$ cat src/sv/seven_segment_number_frame_builder_macros.svh
// Assertion macros for the seven-segment number frame builder.
// Included by the top level; no other dependencies.
`ifndef SEVEN_SEGMENT_NUMBER_FRAME_BUILDER_MACROS_SVH
`define SEVEN_SEGMENT_NUMBER_FRAME_BUILDER_MACROS_SVH
`ifndef SYNTH
`define SSNF_ASSERT_IMPL(label, clk, rst_n, ante, cons) \
	label: assert property (@(posedge clk) disable iff (!rst_n) (ante) |-> (cons)) \
		else $error("same-cycle check failed");
`define SSNF_ASSERT_NEXT(label, clk, rst_n, ante, cons) \
	label: assert property (@(posedge clk) disable iff (!rst_n) (ante) |=> (cons)) \
		else $error("next-cycle check failed");
`else
`define SSNF_ASSERT_IMPL(label, clk, rst_n, ante, cons)
`define SSNF_ASSERT_NEXT(label, clk, rst_n, ante, cons)
`endif
`endif

$ cat src/sv/ssnf_pkg.sv
// Shared types and constants of the seven-segment number frame builder.
// No dependencies.
`timescale 1ns / 1ps
package ssnf_pkg;

	localparam int NUM_DIGITS = 4;
	localparam int BYTES_PER_NUMBER = 20;
	localparam logic [7:0] BLANK_CODE = 8'h00;

	localparam logic [1:0] REG_BRIGHTNESS = 2'd0;
	localparam logic [1:0] REG_FIXED_MODE = 2'd1;
	localparam logic [1:0] REG_ADDR_BASE  = 2'd2;
	localparam logic [1:0] REG_DISPLAY_ON = 2'd3;

	localparam logic [3:0] RST_BRIGHTNESS = 4'd4;
	localparam logic [7:0] RST_FIXED_MODE = 8'h44;
	localparam logic [7:0] RST_ADDR_BASE  = 8'hc0;
	localparam logic [7:0] RST_DISPLAY_ON = 8'h88;

	// common cathode, bit0 = a ... bit6 = g
	localparam logic [9:0][7:0] SEG_TABLE = {
		8'h6f, 8'h7f, 8'h07, 8'h7d, 8'h6d, 8'h66, 8'h4f, 8'h5b, 8'h06, 8'h3f
	};

	typedef struct packed {
		logic [3:0] brightness_level;
		logic [7:0] fixed_mode_cmd;
		logic [7:0] address_base_cmd;
		logic [7:0] display_on_cmd;
	} cfg_t;

	// codes[0] is position 4 (ones) ... codes[3] is position 1 (thousands)
	typedef struct packed {
		logic                       valid;
		logic [NUM_DIGITS-1:0][7:0] codes;
	} digits_t;

	typedef struct packed {
		logic busy;
		logic load;
	} emit_stat_t;

endpackage

$ cat src/sv/ssnf_digit_pipe.sv
// Decimal split and segment encoding pipeline: six stages, with the divide-by-ten steps in the middle stages.
// Depends on ssnf_pkg.
`timescale 1ns / 1ps
module ssnf_digit_pipe (
	input  logic                 clk,
	input  logic                 arst_n,
	input  logic                 in_valid,
	output logic                 in_ready,
	input  logic [15:0]          in_value,
	input  ssnf_pkg::emit_stat_t stat,
	output ssnf_pkg::digits_t    digits
);
	import ssnf_pkg::*;

	localparam logic [15:0] DIV10_MUL = 16'hcccd;
	localparam int DIV10_SHIFT = 19;

	// exact floor(x / 10) for any 16-bit x
	function automatic logic [15:0] div10(input logic [15:0] x);
		logic [31:0] p;
		p = {16'b0, x} * {16'b0, DIV10_MUL};
		return {3'b0, p[DIV10_SHIFT +: 13]};
	endfunction

	function automatic logic [3:0] rem10(input logic [15:0] x, input logic [15:0] q);
		logic [15:0] r;
		r = x - ((q << 3) + (q << 1));
		return r[3:0];
	endfunction

	function automatic logic [7:0] seg(input logic [3:0] d, input logic shown);
		logic [7:0] c;
		c = (d < 4'd10) ? SEG_TABLE[d] : BLANK_CODE;
		return shown ? c : BLANK_CODE;
	endfunction

	logic adv;
	logic vld_s1, vld_s2, vld_s3, vld_s4, vld_s5, vld_s6;

	logic [15:0] v_s1, v_s2;
	logic [12:0] q1_s2, q1_s3;
	logic [9:0]  q2_s3, q2_s4;
	logic [6:0]  q3_s4, q3_s5;
	logic [2:0]  q4_s5;
	logic [3:0]  d0_s3, d0_s4, d0_s5;
	logic [3:0]  d1_s4, d1_s5;
	logic [3:0]  d2_s5;
	// shown flags: [0] value > 9, [1] value > 99, [2] value > 999
	logic [2:0]  fl_s2, fl_s3, fl_s4, fl_s5;
	logic [NUM_DIGITS-1:0][7:0] codes_s6;

	logic [15:0] q1_n, q2_n, q3_n, q4_n;
	logic [3:0]  d3_n;

	assign adv      = !vld_s6 || stat.load;
	assign in_ready = adv;

	assign q1_n = div10(v_s1);
	assign q2_n = div10({3'b0, q1_s2});
	assign q3_n = div10({6'b0, q2_s3});
	assign q4_n = div10({9'b0, q3_s4});
	assign d3_n = rem10({9'b0, q3_s5}, {13'b0, q4_s5});

	always_ff @(posedge clk or negedge arst_n) begin
		if (!arst_n) begin
			vld_s1 <= 1'b0;
			vld_s2 <= 1'b0;
			vld_s3 <= 1'b0;
			vld_s4 <= 1'b0;
			vld_s5 <= 1'b0;
			vld_s6 <= 1'b0;
		end else if (adv) begin
			vld_s1 <= in_valid;
			vld_s2 <= vld_s1;
			vld_s3 <= vld_s2;
			vld_s4 <= vld_s3;
			vld_s5 <= vld_s4;
			vld_s6 <= vld_s5;
		end
	end

	always_ff @(posedge clk) begin
		if (adv) begin
			v_s1 <= in_value;

			v_s2  <= v_s1;
			q1_s2 <= q1_n[12:0];
			fl_s2 <= {v_s1 > 16'd999, v_s1 > 16'd99, v_s1 > 16'd9};

			d0_s3 <= rem10(v_s2, {3'b0, q1_s2});
			q1_s3 <= q1_s2;
			q2_s3 <= q2_n[9:0];
			fl_s3 <= fl_s2;

			d0_s4 <= d0_s3;
			d1_s4 <= rem10({3'b0, q1_s3}, {6'b0, q2_s3});
			q2_s4 <= q2_s3;
			q3_s4 <= q3_n[6:0];
			fl_s4 <= fl_s3;

			d0_s5 <= d0_s4;
			d1_s5 <= d1_s4;
			d2_s5 <= rem10({6'b0, q2_s4}, {9'b0, q3_s4});
			q3_s5 <= q3_s4;
			q4_s5 <= q4_n[2:0];
			fl_s5 <= fl_s4;

			codes_s6[0] <= seg(d0_s5, 1'b1);
			codes_s6[1] <= seg(d1_s5, fl_s5[0]);
			codes_s6[2] <= seg(d2_s5, fl_s5[1]);
			codes_s6[3] <= seg(d3_n, fl_s5[2]);
		end
	end

	assign digits.valid = vld_s6;
	assign digits.codes = codes_s6;

endmodule

$ cat src/sv/ssnf_frame_emitter.sv
// Frame sequencer: twenty bytes per number into a registered output beat.
// Depends on ssnf_pkg.
`timescale 1ns / 1ps
module ssnf_frame_emitter (
	input  logic                 clk,
	input  logic                 arst_n,
	input  ssnf_pkg::cfg_t       cfg,
	input  ssnf_pkg::digits_t    digits,
	output ssnf_pkg::emit_stat_t stat,
	output logic                 out_valid,
	input  logic                 out_ready,
	output logic [7:0]           out_byte,
	output logic                 out_start,
	output logic                 out_stop,
	output logic                 out_last
);
	import ssnf_pkg::*;

	localparam logic [1:0] SUB_MODE   = 2'd0;
	localparam logic [1:0] SUB_ADDR   = 2'd1;
	localparam logic [1:0] SUB_DATA   = 2'd2;
	localparam logic [1:0] SUB_BRIGHT = 2'd3;
	localparam logic [4:0] LAST_IDX   = 5'(BYTES_PER_NUMBER - 1);

	logic                       busy_q;
	logic [4:0]                 idx_q;
	logic [NUM_DIGITS-1:0][7:0] codes_q;
	logic                       valid_q, start_q, stop_q, last_q;
	logic [7:0]                 byte_q;

	logic       emit, load;
	logic [2:0] wr, wr_m1;
	logic [1:0] sub;
	logic [7:0] addr_n, bright_n, code_n, byte_n;
	logic       start_n, stop_n;

	assign emit = busy_q && (!valid_q || out_ready);
	assign load = !busy_q || (emit && idx_q == LAST_IDX);

	assign wr       = idx_q[4:2];
	assign sub      = idx_q[1:0];
	assign wr_m1    = wr - 3'd1;
	assign addr_n   = cfg.address_base_cmd + {5'b0, 3'd4 - wr};
	assign bright_n = cfg.display_on_cmd + {4'b0, cfg.brightness_level} - 8'd1;
	assign code_n   = (wr == 3'd0) ? BLANK_CODE : codes_q[wr_m1[1:0]];

	always_comb begin
		unique case (sub)
			SUB_MODE: begin
				byte_n  = cfg.fixed_mode_cmd;
				start_n = 1'b1;
				stop_n  = 1'b1;
			end
			SUB_ADDR: begin
				byte_n  = addr_n;
				start_n = 1'b1;
				stop_n  = 1'b0;
			end
			SUB_DATA: begin
				byte_n  = code_n;
				start_n = 1'b0;
				stop_n  = 1'b1;
			end
			SUB_BRIGHT: begin
				byte_n  = bright_n;
				start_n = 1'b1;
				stop_n  = 1'b1;
			end
			default: begin
				byte_n  = cfg.fixed_mode_cmd;
				start_n = 1'b1;
				stop_n  = 1'b1;
			end
		endcase
	end

	always_ff @(posedge clk or negedge arst_n) begin
		if (!arst_n) begin
			busy_q  <= 1'b0;
			idx_q   <= '0;
			valid_q <= 1'b0;
		end else begin
			if (emit) begin
				valid_q <= 1'b1;
			end else if (out_ready) begin
				valid_q <= 1'b0;
			end
			if (load) begin
				busy_q <= digits.valid;
				idx_q  <= '0;
			end else if (emit) begin
				idx_q  <= idx_q + 5'd1;
			end
		end
	end

	always_ff @(posedge clk) begin
		if (emit) begin
			byte_q  <= byte_n;
			start_q <= start_n;
			stop_q  <= stop_n;
			last_q  <= (idx_q == LAST_IDX);
		end
		if (load && digits.valid) begin
			codes_q <= digits.codes;
		end
	end

	assign stat.busy = busy_q;
	assign stat.load = load;

	assign out_valid = valid_q;
	assign out_byte  = byte_q;
	assign out_start = start_q;
	assign out_stop  = stop_q;
	assign out_last  = last_q;

endmodule

$ cat src/sv/seven_segment_number_frame_builder.sv
// Top level of the seven-segment number frame builder: config registers,
// digit pipeline and frame emitter. Depends on ssnf_pkg, both submodules and the macros header.
//
// Usage:
//   s_* stream: one beat carries a 16-bit number; its low four decimal digits
//   are shown, leading zeros blanked for values below 10000 (a lone zero shows as 0).
//   m_* stream: twenty byte beats per number, five fixed-address writes
//   (position 5 blank, then positions 4 to 1); tuser flags start and stop
//   conditions, tlast marks the twentieth byte.
//   cfg_*: write-only registers, to be written while the block is idle; the block leaves this to the user.
// Throughput: one output byte per cycle while a number is sent and m_tready is
// high, sequenced by the emitter's byte counter; the six-stage digit pipeline
// holds up to six further numbers when they arrive back to back while a
// sequence is sent.
// Reset: pipeline and emitter empty, registers at their defaults.
// Stall: a stalled output beat holds; the emitter waits, and the pipeline
// stops accepting as soon as its last stage holds a number the emitter
// cannot take yet, even if earlier stages are empty.
`timescale 1ns / 1ps
`include "seven_segment_number_frame_builder_macros.svh"
module seven_segment_number_frame_builder (
	input  logic        clk,
	input  logic        arst_n,
	input  logic        s_tvalid,
	output logic        s_tready,
	input  logic [15:0] s_tdata,   // [15:0] value
	output logic        m_tvalid,
	input  logic        m_tready,
	output logic [7:0]  m_tdata,   // [7:0] wire_byte
	output logic [1:0]  m_tuser,   // [0] starts_frame, [1] ends_frame
	output logic        m_tlast,
	input  logic        cfg_wr_en,
	input  logic [1:0]  cfg_index,
	input  logic [7:0]  cfg_data
);
	import ssnf_pkg::*;

	cfg_t       cfg_q;
	digits_t    digits;
	emit_stat_t stat;
	logic       starts, ends;

	always_ff @(posedge clk or negedge arst_n) begin
		if (!arst_n) begin
			cfg_q.brightness_level <= RST_BRIGHTNESS;
			cfg_q.fixed_mode_cmd   <= RST_FIXED_MODE;
			cfg_q.address_base_cmd <= RST_ADDR_BASE;
			cfg_q.display_on_cmd   <= RST_DISPLAY_ON;
		end else if (cfg_wr_en) begin
			unique case (cfg_index)
				REG_BRIGHTNESS: cfg_q.brightness_level <= cfg_data[3:0];
				REG_FIXED_MODE: cfg_q.fixed_mode_cmd   <= cfg_data;
				REG_ADDR_BASE:  cfg_q.address_base_cmd <= cfg_data;
				REG_DISPLAY_ON: cfg_q.display_on_cmd   <= cfg_data;
				default: ;
			endcase
		end
	end

	ssnf_digit_pipe u_pipe (
		.clk      (clk),
		.arst_n   (arst_n),
		.in_valid (s_tvalid),
		.in_ready (s_tready),
		.in_value (s_tdata),
		.stat     (stat),
		.digits   (digits)
	);

	ssnf_frame_emitter u_emit (
		.clk       (clk),
		.arst_n    (arst_n),
		.cfg       (cfg_q),
		.digits    (digits),
		.stat      (stat),
		.out_valid (m_tvalid),
		.out_ready (m_tready),
		.out_byte  (m_tdata),
		.out_start (starts),
		.out_stop  (ends),
		.out_last  (m_tlast)
	);

	assign m_tuser = {ends, starts};

	// final beat of a sequence is always the brightness command frame
	`SSNF_ASSERT_IMPL(a_last_full_frame, clk, arst_n, m_tvalid && m_tlast, m_tuser[0] && m_tuser[1])
	// a number taken from the pipeline starts a sequence
	`SSNF_ASSERT_NEXT(a_load_sets_busy, clk, arst_n, stat.load && digits.valid, stat.busy)

endmodule
$ cat config.mk
export PLATFORM = sky130hd
export DESIGN_NAME = seven_segment_number_frame_builder
export DESIGN_NICKNAME = d
export VERILOG_FILES = /design/src/sv/ssnf_pkg.sv /design/src/sv/ssnf_digit_pipe.sv /design/src/sv/ssnf_frame_emitter.sv /design/src/sv/seven_segment_number_frame_builder.sv
export VERILOG_INCLUDE_DIRS = /design/src /design/src/sv
export SDC_FILE = /design/constraint.sdc
export NUM_CORES = 1
export LEC_CHECK = 0
export ABC_AREA = 1
export BUFFER_PORTS_ARGS = -buffer_cell sky130_fd_sc_hd__buf_2
export CAP_MARGIN = 20
export CELL_PAD_IN_SITES_DETAIL_PLACEMENT = 2
export CELL_PAD_IN_SITES_GLOBAL_PLACEMENT = 2
export CORE_AREA = 4 4 275 277
export CTS_CLUSTER_DIAMETER = 100
export DETAILED_ROUTE_END_ITERATION = 10
export DIE_AREA = 0 0 279 281
export PLACE_DENSITY_LB_ADDON = 0.1
export SYNTH_ARGS = -nofsm -noshare
export SYNTH_HDL_FRONTEND = slang
export SYNTH_SLANG_ARGS = --single-unit
$ cat constraint.sdc
create_clock -name clk -period 9.4 [get_ports clk]
set_clock_uncertainty 0.05 [all_clocks]
set_input_delay 0.47 -clock clk [delete_from_list [all_inputs] [get_ports clk]]
set_output_delay 0.47 -clock clk [all_outputs]
set_load 0.01 [all_outputs]
### Word level (Yosys, flattened, before mapping)

Memories as Yosys holds them, arrays and structs flattened. A register that Yosys moved wholly into a read port is not among the register bits.
Cells that the tools add are included.

* register bits after elaboration: 185
* ROM bits: 512
* output and inout port bits: 13
* memories kept: 4

Memories
* (no name shown): depth 16, bits a word 8, read ports 1, clocked after memory_dff 1, write ports 0, RTL line ssnf_digit_pipe.sv:33 `c = (d < 4'd10) ? SEG_TABLE[d] : BLANK_CODE;`
* (no name shown): depth 16, bits a word 8, read ports 1, clocked after memory_dff 1, write ports 0, RTL line ssnf_digit_pipe.sv:33
* (no name shown): depth 16, bits a word 8, read ports 1, clocked after memory_dff 1, write ports 0, RTL line ssnf_digit_pipe.sv:33
* (no name shown): depth 16, bits a word 8, read ports 1, clocked after memory_dff 1, write ports 0, RTL line ssnf_digit_pipe.sv:33

* $add $sub $neg: 14
* multiply operators: 4
* magnitude comparators: 8
* equal/unequal tests: 7
* mux-type cells: 10
* reductions and logical operators: 27

Operator list (number)
* multiplier 16 x 16 -> 32 bit (second input constant): 1
* one-hot mux 8 bit (4 select lines): 1
* multiplier 13 x 16 -> 29 bit (second input constant): 1
* multiplier 10 x 16 -> 26 bit (second input constant): 1
* multiplier 7 x 16 -> 22 bit (second input constant): 1
* adder 4 bit: 4
* binary-select mux 8 bit (select 2 bit): 1
* > comparator 16 x 10 -> 1 bit (second input constant): 1
* > comparator 16 x 4 -> 1 bit (second input constant): 1
* > comparator 16 x 7 -> 1 bit (second input constant): 1
* < comparator 4 bit (second input constant): 4
* two-way mux 8 bit: 2
* subtractor 4 bit: 4
* AND reduction 2 bit: 7
* two-way mux 5 bit: 2
* adder 8 x 3 -> 8 bit: 1
* adder 8 x 4 -> 8 bit: 1
* equality test 2 bit (second input constant): 4
* subtractor 8 x 1 -> 8 bit (second input constant): 1
* logical NOT 1 bit: 7
* OR reduction 3 bit: 2
* adder 5 x 1 -> 5 bit (second input constant): 1
* equality test 5 bit (second input constant): 1
* equality test 2 x 1 -> 1 bit (second input constant): 2
* other kinds (10): 18

### Depth between registers and ports, before layout

Gate-level depths: netlist of run 1.

* depth after elaboration: 6
* depth in mapped cells: 24
* gate-level depth less buffers: 24

### Hierarchy

Synthesis of run 1 repeated with hierarchy kept, for this count alone.

* cells, all modules: 2514
* area total of the unflattened synthesis: 22379.0 um2

Modules (own cells, without submodules)
* ssnf_digit_pipe: instances 1, cells an instance 2081, area an instance 18312.6 um2
* ssnf_frame_emitter: instances 1, cells an instance 305, area an instance 2880.3 um2
* seven_segment_number_frame_builder: instances 1, cells an instance 128, area an instance 1186.1 um2

### Worst setup path before layout of run 1

No wires, ideal clock.

* path type: reg-to-reg
* from: register u_pipe.v_s1[4]
* to: register u_pipe.q1_s2[10] (data pin)
* library setup time: 0.252 ns
* data arrival time: 4.713 ns
* data required time: 9.098 ns
* path slack: 4.385 ns
* stages on the path, launching flop included: 22
* cells stage by stage: edfxtp_1 inv_1 ha_1 xor2_1 ha_1 fa_1 inv_1 fa_1 inv_1 fa_1 inv_1 fa_1 inv_1 ha_1 nand2_1 nor2_1 nor2_1 nand2_1 a21oi_1 nand2_1 nand2_1 nand2_1

* longest elaborated chain between the ends: 1

RTL lines
* start, declared: RTL line ssnf_digit_pipe.sv:40 `logic [15:0] v_s1, v_s2;`
* start signal, assigned: RTL line ssnf_digit_pipe.sv:84 `v_s1 <= in_value;`
* multiplier 16 x 16 -> 32 bit: RTL line ssnf_digit_pipe.sv:21 `p = {16'b0, x} * {16'b0, DIV10_MUL};`
* named net u_pipe.q1_n[10]: RTL line ssnf_digit_pipe.sv:52 `logic [15:0] q1_n, q2_n, q3_n, q4_n;`
* end signal, assigned: RTL line ssnf_digit_pipe.sv:87 `q1_s2 <= q1_n[12:0];`
* end, declared: RTL line ssnf_digit_pipe.sv:41 `logic [12:0] q1_s2, q1_s3;`

The timed path passes the listed nets, and every way through them passes these cells.
A chain may end at the register's enable or synchronous reset.

### Worst setup path after layout of run 1

* from: register u_pipe.v_s1[7]
* to: register u_pipe.q1_s2[6] (data pin)

The elaborated chain is that of the path after synthesis.

==> results of run 1 <==
==> cell type report <==
cell class                      count  area (sq um)  area share (%)
Clock buffer                       31           691            2.85
Clock inverter                     19           219           0.904
Tap cell                          959          1200            4.96
Inverter                          593          2230            9.19
Sequential cell                   209          6080            25.1
Antenna cell                        1          2.50          0.0103
Timing Repair Buffer               59           375            1.55
Multi-Input combinational cell   1619         13400            55.4
==> state kept, by name (all words and copies together) (netlist names), 4 cells and up <==
| signal | cells |
|---|---|
| u_pipe.q2_s4 | 4 |
| u_pipe.v_s2 | 4 |
| u_emit.idx_q | 5 |
| u_pipe.d2_s5 | 4 |
| cfg_q | 28 |
| u_pipe.d0_s4 | 4 |
| u_pipe.d1_s4 | 4 |
| u_pipe.q1_s3 | 4 |
| u_pipe.q2_s3 | 10 |
| u_pipe.d0_s5 | 4 |
| u_pipe.d0_s3 | 4 |
| u_pipe.d1_s5 | 4 |
| u_emit.codes_q | 28 |
| u_pipe.q3_s4 | 7 |
| u_emit.out_byte | 8 |
| u_pipe.v_s1 | 16 |
| u_pipe.digits | 28 |
| u_pipe.q3_s5 | 4 |
| u_pipe.q1_s2 | 13 |
==> logic make-up (layout without fill, tap and decap cells) <==
group / count (synthesis) / in the layout / synth area share (%)
other: 0 / 1 / 0
AOI/OAI and AO/OA: 272 / 272 / 6.88
buffers and inverters: 605 / 702 / 10.5
and+or+nand+nor: 737 / 737 / 14.5
xor gates and xnor gates: 39 / 39 / 1.57
DFF: 209 / 209 / 27.9
adders and majority gates: 571 / 571 / 38.6
==> per-layer routing <==
metal / vias up / routed length [microns] / track usage [%]
li1: 7924 / - / -
met1: 8086 / 28500 / 21.0
met2: 118 / 31600 / 29.4
met3: 57 / 1290 / 1.55
met4: 0 / 1160 / 3.04
met5: - / 0 / 0
==> Yosys cell counts, drive strengths merged <==
| cell type | instances | area (sq um) |
|---|---|---|
| clkinv | 1 | 3.75 |
| o22a | 1 | 8.76 |
| o21a | 2 | 15.0 |
| o21bai | 15 | 113 |
| nor3 | 24 | 135 |
| buf | 7 | 47.6 |
| nand3 | 96 | 490 |
| a211oi | 2 | 15.0 |
| nor2 | 149 | 601 |
| ha | 402 | 5030 |
| nand2 | 412 | 1570 |
| edfxtp | 168 | 5040 |
| and2 | 3 | 21.3 |
| a221oi | 3 | 26.3 |
| nand4 | 27 | 169 |
| a31oi | 19 | 119 |
| o22ai | 6 | 37.5 |
| nor4 | 5 | 37.5 |
| xnor2 | 19 | 166 |
| nor3b | 1 | 7.51 |
| clkbuf | 5 | 18.8 |
| a21oi | 105 | 526 |
| xor2 | 20 | 175 |
| fa | 169 | 3380 |
| inv | 592 | 2220 |
| o32ai | 1 | 8.76 |
| or2 | 17 | 106 |
| nand3b | 3 | 22.5 |
| a21boi | 2 | 15.0 |
| dfstp | 7 | 184 |
| dfrtp | 34 | 851 |
| o21ai | 104 | 524 |
| a21o | 12 | 90.1 |
==> stage by stage <==
stage                     setup WS (ps)  cells
final                              3860   3490
after global routing               3540   3490
after CTS                          3800   3487
after detailed placement           3820   3427
after global placement             3910   3426
after floorplan                    4380   2433
==> placed cells by master, fill, tap and decap left out, types with 8 or more instances in the layout <==
master and instances:
sky130_fd_sc_hd__clkbuf_16 27, sky130_fd_sc_hd__a21o_1 12, sky130_fd_sc_hd__clkinv_2 8, sky130_fd_sc_hd__a31oi_1 19, sky130_fd_sc_hd__nand2_1 404, sky130_fd_sc_hd__nor2_1 141, sky130_fd_sc_hd__inv_1 584, sky130_fd_sc_hd__xnor2_1 19
sky130_fd_sc_hd__edfxtp_1 168, sky130_fd_sc_hd__o21ai_0 102, sky130_fd_sc_hd__nor3_1 21, sky130_fd_sc_hd__inv_2 8, sky130_fd_sc_hd__nand4_1 27, sky130_fd_sc_hd__nand3_1 94, sky130_fd_sc_hd__buf_2 43, sky130_fd_sc_hd__or2_2 12
sky130_fd_sc_hd__dlygate4sd3_1 11, sky130_fd_sc_hd__fa_1 169, sky130_fd_sc_hd__ha_1 402, sky130_fd_sc_hd__xor2_1 20, sky130_fd_sc_hd__o21bai_1 15, sky130_fd_sc_hd__dfrtp_1 34, sky130_fd_sc_hd__a21oi_1 105
==> final timing paths <==
| path | start | end | slack (ps) | cells after the start |
|---|---|---|---|---|
| worst max-delay path | u_pipe.v_s1[7] | u_pipe.q1_s2[6] | 3860 | 19 |
| worst min-delay path | s_tdata[10] | u_pipe.v_s1[10] | 50 | 1 |
| worst max register to register | u_pipe.v_s1[7] | u_pipe.q1_s2[6] | 3860 | 19 |
| worst min register to register | u_pipe.d1_s4[0] | u_pipe.d1_s5[0] | 370 | 0 |
| max in group asynchronous | arst_n | cfg_q[18] | 8430 | 3 |
| min in group asynchronous | arst_n | u_emit.idx_q[3] | 310 | 2 |
==> tab_implementation.tex, run 1 <==
\begin{tabular}{lr}
\hline
Metric & Value \\
\hline
\multicolumn{2}{l}{\textbf{STA}} \\
\quad Max Transition Viols Final & 0 \\
\quad Crit path time final & 5540 ps \\
\quad Endpoints failing hold & 0 \\
\quad Post-Route Hold Slack & 51.4 ps \\
\quad Setup repair after global routing missed its margin & no \\
\quad Number of endpoints failing setup at the final stage & 0 \\
\quad Max-slew headroom & 30.8\% \\
\quad Fmax achieved & 181 MHz \\
\quad Total negative slack for setup checks & 0 ps \\
\quad Portion of the clock cycle consumed by the worst path in the final layout & 58.9\% \\
\quad Transition time of the tightest slew-check pin & 1040 ps \\
\multicolumn{2}{l}{\textbf{Detailed routing}} \\
\quad Count of nets left with antenna violations after detail routing & 0 \\
\quad Total Wirelength & 62500 microns \\
\quad Ratio of routed vias to standard cells & 4.64 \\
\quad Routed wire length per instance & 17.9 microns \\
\quad DRT iter0 DRCs & 484 \\
\quad Post-route DRC & 0 \\
\quad Overall via count from detail\_route & 16200 \\
\quad Detailed Routing Iterations Pass 1 & 4 \\
\multicolumn{2}{l}{\textbf{Clock tree}} \\
\quad Cell at the root of the clock tree & sky130\_fd\_sc\_hd\_\_clkbuf\_16 \\
\quad Cts repair resizes & 0 \\
\quad Sinks on Clock Net & 209 \\
\quad Number of buffers added by the clock tree synthesis step & 27 \\
\quad Maximum buffer depth of the clock tree & 3 \\
\quad Htree depth & 1 \\
\quad Clock latency reported for the late side of the worst-skew pair & 580 ps \\
\quad Hold Buf Count CTS & 10 \\
\quad Post-CTS setup-driven buffer insertion count & 0 \\
\quad Clock-pin slew of the registers on the worst-case setup and hold paths & 60 ps \\
\quad TritonCTS clock tree & yes \\
\multicolumn{2}{l}{\textbf{Worst setup path}} \\
\quad Kind of cell adding the most delay to the critical path & adder cells \\
\quad Data arrival at the endpoint of the critical path & 5820 ps \\
\quad Worst Setup End Kind & register \\
\quad CP Max Fanout & 7 \\
\quad Library cell contributing the largest single delay on the critical path & sky130\_fd\_sc\_hd\_\_fa\_1 \\
\quad Worst-path cell chain & inv\_1 > ha\_1 > inv\_1 > fa\_1 > inv\_1 > fa\_1 > fa\_1 > fa\_1 > inv\_1 > fa\_1 > inv\_1 > ha\_1 > nand2\_1 > nor2\_1 > nand2\_1 > nor3\_1 > nand2\_1 > nand4\_1 > nand2\_1 \\
\quad Worst stage delay on the critical path & 560 ps \\
\quad CP required & 9690 ps \\
\quad Crit Path Category & reg -> reg \\
\quad Critical Path Start Type & register \\
\quad Buffer and inverter count on the worst path & 5 \\
\multicolumn{2}{l}{\textbf{Floorplanning}} \\
\quad Die width & 279 microns \\
\quad Effective utilization at floorplan & 29.9\% \\
\quad Die Y-Extent & 281 microns \\
\quad Area of the placeable core & 0.0728 sq mm \\
\quad Number of primary I/O pins & 44 \\
\quad Cell Rows & 99 \\
\quad Die outline area & 0.0784 sq mm \\
\multicolumn{2}{l}{\textbf{Global routing}} \\
\quad Number of global-route vias before repair & 18500 \\
\quad Pin count of the biggest net entering global routing & 75 \\
\quad Initial antenna violation count & 1 \\
\quad Tot GR Track Use & 16.2\% \\
\quad First-pass GRT wire length & 101000 microns \\
\quad Gr ovfl total & 0 \\
\multicolumn{2}{l}{\textbf{Synthesis}} \\
\quad Synthesized netlist net count & 3035 \\
\quad Sequential fraction of the synthesis area & 27.9\% \\
\quad Post-Syn Area per Cell & 8.95 sq um \\
\quad Count of cell types in the netlist & 49 \\
\quad Number of cells produced by synthesis & 2433 \\
\quad Seq cells post-synth & 209 \\
\quad Synth warnings & 0 \\
\quad Area of the mapped netlist & 0.0218 sq mm \\
\multicolumn{2}{l}{\textbf{Job}} \\
\quad MaxCap Viol Count & 0 \\
\multicolumn{2}{l}{\textbf{Place}} \\
\quad Port Buffer Count & 43 \\
\quad Total cell area at the placement stage & 0.0232 sq mm \\
\quad Half-perimeter wire length after detailed placement & 53800 microns \\
\quad Gp weighted congestion & 0.841 \\
\multicolumn{2}{l}{\textbf{Outcome}} \\
\quad Result of the run & completed \\
\multicolumn{2}{l}{\textbf{Cells and area}} \\
\quad Layout area overhead & 11.2\% \\
\quad Post-layout util & 33.2\% \\
\quad Layout filler cell count & 8198 \\
\quad Fraction of final layout cells with drive strength greater than 1 & 5.65\% \\
\quad Post-route cell area & 0.0242 sq mm \\
\quad Layout Nets & 3111 \\
\multicolumn{2}{l}{\textbf{Hold path}} \\
\quad Worst hold path class & in -> reg \\
\hline
\end{tabular}
Power of run 1 is not shown: default switching activity piles up to over one toggle a cycle in this logic, so the estimate is an artifact.
==> run 2: changes to the inputs <==
==> constraint.sdc (replaced) <==
create_clock -name clk -period 5.1 [get_ports clk]
set_clock_uncertainty 0.05 [all_clocks]
set_input_delay 0.255 -clock clk [delete_from_list [all_inputs] [get_ports clk]]
set_output_delay 0.255 -clock clk [all_outputs]
set_load 0.01 [all_outputs]
==> run 2 against run 1 <==
Net effect:
- register-to-register slack lost 3700 ps
- sequential cell count is the same
- critical path depth grew 3
- highest routed layer unchanged
- sequential share of layout area shrank 1.5 points
- critical endpoint is now u_pipe.q1_s2[9]
- via count grew 2.4%
- largest cell class unchanged
- maximum frequency grew 12%
==> tab_implementation.tex, run 2 (synthesis results as in run 1) <==
\begin{tabular}{lr}
\hline
Metric & Value \\
\hline
\multicolumn{2}{l}{\textbf{Worst setup path}} \\
\quad CP required & 5400 ps \\
\quad Worst stage delay on the critical path & 550 ps \\
\quad Library cell contributing the largest single delay on the critical path & sky130\_fd\_sc\_hd\_\_fa\_1 \\
\quad CP Max Fanout & 4 \\
\quad Cell mode on critical path & sky130\_fd\_sc\_hd\_\_inv\_2 \\
\quad Worst Setup End Kind & register \\
\quad Critical Path Start Type & register \\
\quad Worst-path cell chain & inv\_2 > ha\_4 > xor2\_1 > ha\_1 > fa\_1 > inv\_2 > fa\_1 > inv\_2 > fa\_1 > inv\_2 > fa\_1 > inv\_1 > ha\_4 > nand2\_4 > nor2\_4 > nor2\_2 > nand2\_1 > inv\_2 > nor2\_4 > nor2\_4 > nand3\_1 > nand2\_1 \\
\quad Crit Path Category & reg -> reg \\
\quad Data arrival at the endpoint of the critical path & 5260 ps \\
\multicolumn{2}{l}{\textbf{Place}} \\
\quad Post-placement cell count & 3505 \\
\quad Gp weighted congestion & 0.838 \\
\quad Port Buffer Count & 43 \\
\quad Half-perimeter wire length after detailed placement & 54500 microns \\
\multicolumn{2}{l}{\textbf{STA}} \\
\quad Total negative slack for setup checks & 0 ps \\
\quad Portion of the clock cycle consumed by the worst path in the final layout & 97.4\% \\
\quad Number of endpoints failing setup at the final stage & 0 \\
\quad Setup repair after global routing missed its margin & yes \\
\quad Transition time of the tightest slew-check pin & 772 ps \\
\quad Post-Route Hold Slack & 91.4 ps \\
\quad Max Transition Viols Final & 0 \\
\quad Max-slew headroom & 48.0\% \\
\quad Endpoints failing hold & 0 \\
\quad Crit path time final & 4970 ps \\
\quad Fmax achieved & 201 MHz \\
\multicolumn{2}{l}{\textbf{Clock tree}} \\
\quad Cell at the root of the clock tree & sky130\_fd\_sc\_hd\_\_clkbuf\_16 \\
\quad Maximum buffer depth of the clock tree & 3 \\
\quad Clock-pin slew of the registers on the worst-case setup and hold paths & 60 ps \\
\quad TritonCTS clock tree & yes \\
\quad Clock latency reported for the late side of the worst-skew pair & 580 ps \\
\quad Htree depth & 1 \\
\quad Number of buffers added by the clock tree synthesis step & 29 \\
\quad Sinks on Clock Net & 209 \\
\multicolumn{2}{l}{\textbf{Floorplanning}} \\
\quad Die outline area & 0.0784 sq mm \\
\quad Cell Rows & 99 \\
\quad Number of primary I/O pins & 44 \\
\quad Area of the placeable core & 0.0728 sq mm \\
\quad Die Y-Extent & 281 microns \\
\quad Die width & 279 microns \\
\quad Effective utilization at floorplan & 29.9\% \\
\multicolumn{2}{l}{\textbf{Cells and area}} \\
\quad Most used cells in the layout excluding fill and tap cells & sky130\_fd\_sc\_hd\_\_inv\_1 (565), sky130\_fd\_sc\_hd\_\_nand2\_1 (386), sky130\_fd\_sc\_hd\_\_ha\_1 (374) \\
\quad Storage cell area & 0.00608 sq mm \\
\quad Layout Nets & 3223 \\
\quad Post-layout instance count excluding filler cells & 3602 \\
\quad Combined area of the multi-input logic cells & 0.0141 sq mm \\
\quad Layout area overhead & 18.2\% \\
\quad Layout filler cell count & 8116 \\
\quad Post-layout util & 35.3\% \\
\quad Most common library cell in the layout ignoring fill and taps & sky130\_fd\_sc\_hd\_\_inv\_1 \\
\quad Number of inserted diodes & 0 \\
\quad Fraction of final layout cells with drive strength greater than 1 & 13.1\% \\
\multicolumn{2}{l}{\textbf{Detailed routing}} \\
\quad Post-route DRC & 0 \\
\quad Overall via count from detail\_route & 16600 \\
\quad Ratio of routed vias to standard cells & 4.60 \\
\quad Routed wire length per instance & 18.0 microns \\
\quad Detailed Routing Iterations Pass 1 & 4 \\
\quad Count of nets left with antenna violations after detail routing & 0 \\
\quad Total Wirelength & 64800 microns \\
\quad DRT iter0 DRCs & 418 \\
\multicolumn{2}{l}{\textbf{Hold path}} \\
\quad Worst hold path class & in -> reg \\
\multicolumn{2}{l}{\textbf{Job}} \\
\quad MaxCap Viol Count & 0 \\
\multicolumn{2}{l}{\textbf{Global routing}} \\
\quad Gr ovfl total & 0 \\
\quad Number of global-route vias before repair & 18900 \\
\quad Initial antenna violation count & 0 \\
\quad Pin count of the biggest net entering global routing & 57 \\
\quad First-pass GRT wire length & 104000 microns \\
\quad Tot GR Track Use & 16.5\% \\
\multicolumn{2}{l}{\textbf{Outcome}} \\
\quad Result of the run & completed \\
\hline
\end{tabular}
==> run 2: changes by cell type in the layout (fill, tap and decap cells not counted), moves of 12 or more <==
cell                            delta
sky130_fd_sc_hd__a21oi_1          -12
sky130_fd_sc_hd__nand2_1          -18
sky130_fd_sc_hd__nor2_1           -17
sky130_fd_sc_hd__ha_4             +23
sky130_fd_sc_hd__nand2_2          +13
sky130_fd_sc_hd__inv_2            +19
sky130_fd_sc_hd__ha_1             -28
sky130_fd_sc_hd__buf_4            +91
sky130_fd_sc_hd__dlygate4sd3_1    +16
sky130_fd_sc_hd__inv_1            -19
==> run 2: what timing repair did <==
item | 4_1_cts | 5_1_grt
pin swaps | 4 | 38
setup buffers | 2 | 14
endpoints found under the setup margin | 13 | 14
hold endpoints to repair | 78 | 0
resized for setup | 34 | 109
gates cloned | 0 | 0
hold buffers | 27 | 0
==> run 2: layout make-up <==
| cell class | count | share of cell area, % |
|---|---|---|
| tap | 959 | 4.66 |
| timing repair buffer | 169 | 4.90 |
| sequential | 209 | 23.6 |
| inverter | 593 | 8.65 |
| multi-input combinational | 1619 | 54.6 |
| clock buffer | 38 | 2.99 |
| clock inverter | 15 | 0.593 |
==> run 2: path summary, 6_finish.rpt <==
| kind | slack (ps) | cells past startpoint | endpoint | start |
|---|---|---|---|---|
| max reg2reg | 130 | 22 | u_pipe.q1_s2[9] | u_pipe.v_s1[4] |
| min in group asynchronous | 120 | 2 | cfg_q[20] | arst_n |
| min reg2reg | 370 | 0 | u_emit.codes_q[27] | u_pipe.digits[27] |
| max in group asynchronous | 4300 | 3 | cfg_q[18] | arst_n |
| max | 130 | 22 | u_pipe.q1_s2[9] | u_pipe.v_s1[4] |
| min | 90 | 3 | cfg_q[26] | cfg_wr_en |
==> run 2: stage by stage <==
step	setup slack (ps)	instance area (sq um)
global route	-45.3	25700
finish	134	25700
floorplan	84.7	21800
global placement	-123	23800
CTS	-10.6	25100
detailed placement	-206	23800
==> run 2: routing by layer <==
| layer | up-vias | share of wire (%) | wire [microns] | track usage [%] |
|---|---|---|---|---|
| met5 | - | 0 | 0 | 0 |
| met4 | 0 | 1.6 | 1020 | 2.73 |
| met3 | 54 | 1.9 | 1200 | 1.59 |
| met2 | 104 | 51 | 33200 | 30.3 |
| met1 | 8258 | 45 | 29400 | 21.3 |
| li1 | 8155 | - | - | - |
==> run 2: worst max-delay path, delay by kind of cell (launching register included) <==
| family | cells | cell delay, ps |
|---|---|---|
| XOR/XNOR | 1 | 170 |
| AND/OR/NAND/NOR | 8 | 710 |
| flip-flops | 1 | 470 |
| adder cells (fa/ha/maj) | 7 | 2980 |
| buffers and inverters | 6 | 370 |
Power of run 2 is left out for the same reason.
==> run 3: changes to the inputs <==
--- a/config.mk
+++ b/config.mk
@@ -15,6 +15,7 @@
 export CTS_CLUSTER_DIAMETER = 100
 export DETAILED_ROUTE_END_ITERATION = 10
 export DIE_AREA = 0 0 279 281
+export GPL_TIMING_DRIVEN = 0
 export PLACE_DENSITY_LB_ADDON = 0.1
 export SYNTH_ARGS = -nofsm -noshare
 export SYNTH_HDL_FRONTEND = slang
==> run 3 against run 2 <==
Net effect:
- maximum frequency shrank 1.2%
- final area increased by 0.29%
- die area did not move
- register-to-register slack worse by 60 ps
- routed wire length is 2.4% lower
- global-route usage decreased by 0.44 points
- sequential share of layout area decreased by 0.068 points
- cell count down 0.61%
- critical path type unchanged
- highest routed layer unchanged
==> tab_implementation.tex, run 3 (synthesis results as in run 1) <==
\begin{tabular}{lr}
\hline
Metric & Value \\
\hline
\multicolumn{2}{l}{\textbf{Outcome}} \\
\quad Result of the run & completed \\
\multicolumn{2}{l}{\textbf{Cells and area}} \\
\quad Layout filler cell count & 8063 \\
\quad Most used cells in the layout excluding fill and tap cells & sky130\_fd\_sc\_hd\_\_inv\_1 (555), sky130\_fd\_sc\_hd\_\_nand2\_1 (380), sky130\_fd\_sc\_hd\_\_ha\_1 (372) \\
\quad Layout area overhead & 18.5\% \\
\quad Post-route cell area & 0.0258 sq mm \\
\quad Post-layout instance count excluding filler cells & 3580 \\
\quad Most common library cell in the layout ignoring fill and taps & sky130\_fd\_sc\_hd\_\_inv\_1 \\
\quad Layout Nets & 3201 \\
\quad Number of inserted diodes & 0 \\
\quad Fraction of final layout cells with drive strength greater than 1 & 13.4\% \\
\multicolumn{2}{l}{\textbf{Job}} \\
\quad MaxCap Viol Count & 0 \\
\multicolumn{2}{l}{\textbf{Floorplanning}} \\
\quad Number of primary I/O pins & 44 \\
\quad Die width & 279 microns \\
\quad Die Y-Extent & 281 microns \\
\quad Cell Rows & 99 \\
\quad Die outline area & 0.0784 sq mm \\
\quad Effective utilization at floorplan & 29.9\% \\
\quad Area of the placeable core & 0.0728 sq mm \\
\multicolumn{2}{l}{\textbf{STA}} \\
\quad Total negative slack for setup checks & 0 ps \\
\quad Portion of the clock cycle consumed by the worst path in the final layout & 98.6\% \\
\quad Number of endpoints failing setup at the final stage & 0 \\
\quad Fmax achieved & 199 MHz \\
\quad Max Transition Viols Final & 0 \\
\quad Max-slew headroom & 45.2\% \\
\quad Endpoints failing hold & 0 \\
\quad Crit path time final & 5030 ps \\
\quad Transition time of the tightest slew-check pin & 814 ps \\
\quad Setup repair after global routing missed its margin & yes \\
\multicolumn{2}{l}{\textbf{Worst setup path}} \\
\quad Cell mode on critical path & sky130\_fd\_sc\_hd\_\_inv\_2 \\
\quad Kind of cell adding the most delay to the critical path & adder cells \\
\quad R2r worst-path depth & 22 \\
\quad Worst stage delay on the critical path & 600 ps \\
\quad Buffer and inverter count on the worst path & 7 \\
\quad Critical Path Start Type & register \\
\quad Worst-path cell chain & buf\_6 > inv\_2 > ha\_4 > inv\_2 > fa\_1 > inv\_2 > fa\_2 > fa\_1 > fa\_1 > inv\_1 > fa\_1 > inv\_2 > ha\_4 > nand2\_8 > nor2\_4 > nand2\_1 > nand2\_1 > inv\_2 > nor2\_4 > nor2\_4 > nand3\_1 > nand2\_2 \\
\quad Critical path launch point & u\_pipe.v\_s1[2] \\
\quad CP Max Fanout & 4 \\
\quad Library cell contributing the largest single delay on the critical path & sky130\_fd\_sc\_hd\_\_fa\_2 \\
\quad R2R Setup Slk & 70 ps \\
\quad Crit Path Category & reg -> reg \\
\quad CP required & 5380 ps \\
\quad Source of the worst register-to-register timing path & u\_pipe.v\_s1[2] \\
\quad Worst Setup End Kind & register \\
\quad Data arrival at the endpoint of the critical path & 5300 ps \\
\quad RR Endpoint & u\_pipe.q1\_s2[9] \\
\multicolumn{2}{l}{\textbf{Global routing}} \\
\quad Initial antenna violation count & 0 \\
\quad Pin count of the biggest net entering global routing & 100 \\
\quad Tot GR Track Use & 16.0\% \\
\quad Gr ovfl total & 0 \\
\quad First-pass GRT wire length & 101000 microns \\
\quad Number of global-route vias before repair & 18800 \\
\multicolumn{2}{l}{\textbf{Clock tree}} \\
\quad Clock-pin slew of the registers on the worst-case setup and hold paths & 60 ps \\
\quad Sinks on Clock Net & 209 \\
\quad TritonCTS clock tree & yes \\
\quad Maximum buffer depth of the clock tree & 3 \\
\quad Cell at the root of the clock tree & sky130\_fd\_sc\_hd\_\_clkbuf\_16 \\
\quad Number of buffers added by the clock tree synthesis step & 29 \\
\quad Htree depth & 1 \\
\quad Clock latency reported for the late side of the worst-skew pair & 580 ps \\
\multicolumn{2}{l}{\textbf{Detailed routing}} \\
\quad Ratio of routed vias to standard cells & 4.59 \\
\quad Total Wirelength & 63300 microns \\
\quad Detailed Routing Iterations Pass 1 & 5 \\
\quad DRT iter0 DRCs & 548 \\
\quad Routed wire length per instance & 17.7 microns \\
\quad Post-route DRC & 0 \\
\quad Overall via count from detail\_route & 16400 \\
\quad Count of nets left with antenna violations after detail routing & 0 \\
\multicolumn{2}{l}{\textbf{Place}} \\
\quad Post-placement cell count & 3438 \\
\quad Half-perimeter wire length after detailed placement & 51600 microns \\
\quad Port Buffer Count & 43 \\
\quad Gp weighted congestion & 0.818 \\
\quad Total cell area at the placement stage & 0.0233 sq mm \\
\multicolumn{2}{l}{\textbf{Hold path}} \\
\quad Worst hold path class & in -> async \\
\hline
\end{tabular}
-- run 3: cell types whose count changed in the layout (fill, tap and decap cells not counted), sizes merged --
cell	change
clkbuf	-1
clkinvlp	+3
buf	-27
bufinv	+3
-- run 3: timing repair --
action                                  in CTS  in global routing
pin swaps                                   26                 65
gates resized for setup                     83                109
endpoints found under the setup margin      13                 16
hold buffers                                27                  0
hold endpoints to repair                    80                  0
setup buffers                               39                 22
-- run 3: per-stage QoR --
step | hold slack [ps] | setup WS, ps | util [%]
3_3_place_gp | 356 | -769 | 31.9
3_5_place_dp | 355 | -825 | 31.9
4_1_cts | 70.9 | -2.99 | 34.6
5_1_grt | 32.1 | -110 | 35.4
6_report | 32.7 | 71.7 | 35.4
2_1_floorplan | -90.6 | 84.7 | -
-- run 3: worst reg2reg max path, delay by kind of cell (launching register included) --
| family | cells | cell delay [ps] |
|---|---|---|
| DFF | 1 | 430 |
| buffers and inverters | 7 | 440 |
| and+or+nand+nor | 8 | 700 |
| adders and majority gates | 7 | 3130 |
-- run 3: worst max-delay path by stage --
| stage | end | slack, ps | cells after the start |
|---|---|---|---|
| after global routing | u_pipe.q1_s2[9] | -110 | 23 |
| after CTS | u_pipe.q1_s2[9] | -3 | 22 |
| after floorplan | u_pipe.q1_s2[10] | 80 | 21 |
| after detailed placement | u_pipe.q1_s2[6] | -820 | 19 |
| final | u_pipe.q1_s2[9] | 70 | 22 |
| after global placement | u_pipe.q1_s2[11] | -770 | 20 |
-- run 3: area by class of cell --
class / count / area (sq um) / area share (%)
Sequential cell: 209 / 6080 / 23.6
Clock buffer: 32 / 747 / 2.89
Multi-Input combinational cell: 1619 / 14100 / 54.8
Clock inverter: 21 / 282 / 1.09
Buffer: 12 / 70.1 / 0.271
Inverter: 593 / 2230 / 8.64
Timing Repair Buffer: 135 / 1060 / 4.11
Tap cell: 959 / 1200 / 4.65
-- run 3: metal layers --
layer  track usage [%]  wire length [microns]
met1              21.0                  29000
met4              2.76                   1050
met3              1.32                    981
met5                 0                      0
met2              29.4                  32200
Power of run 3 is left out for the same reason.
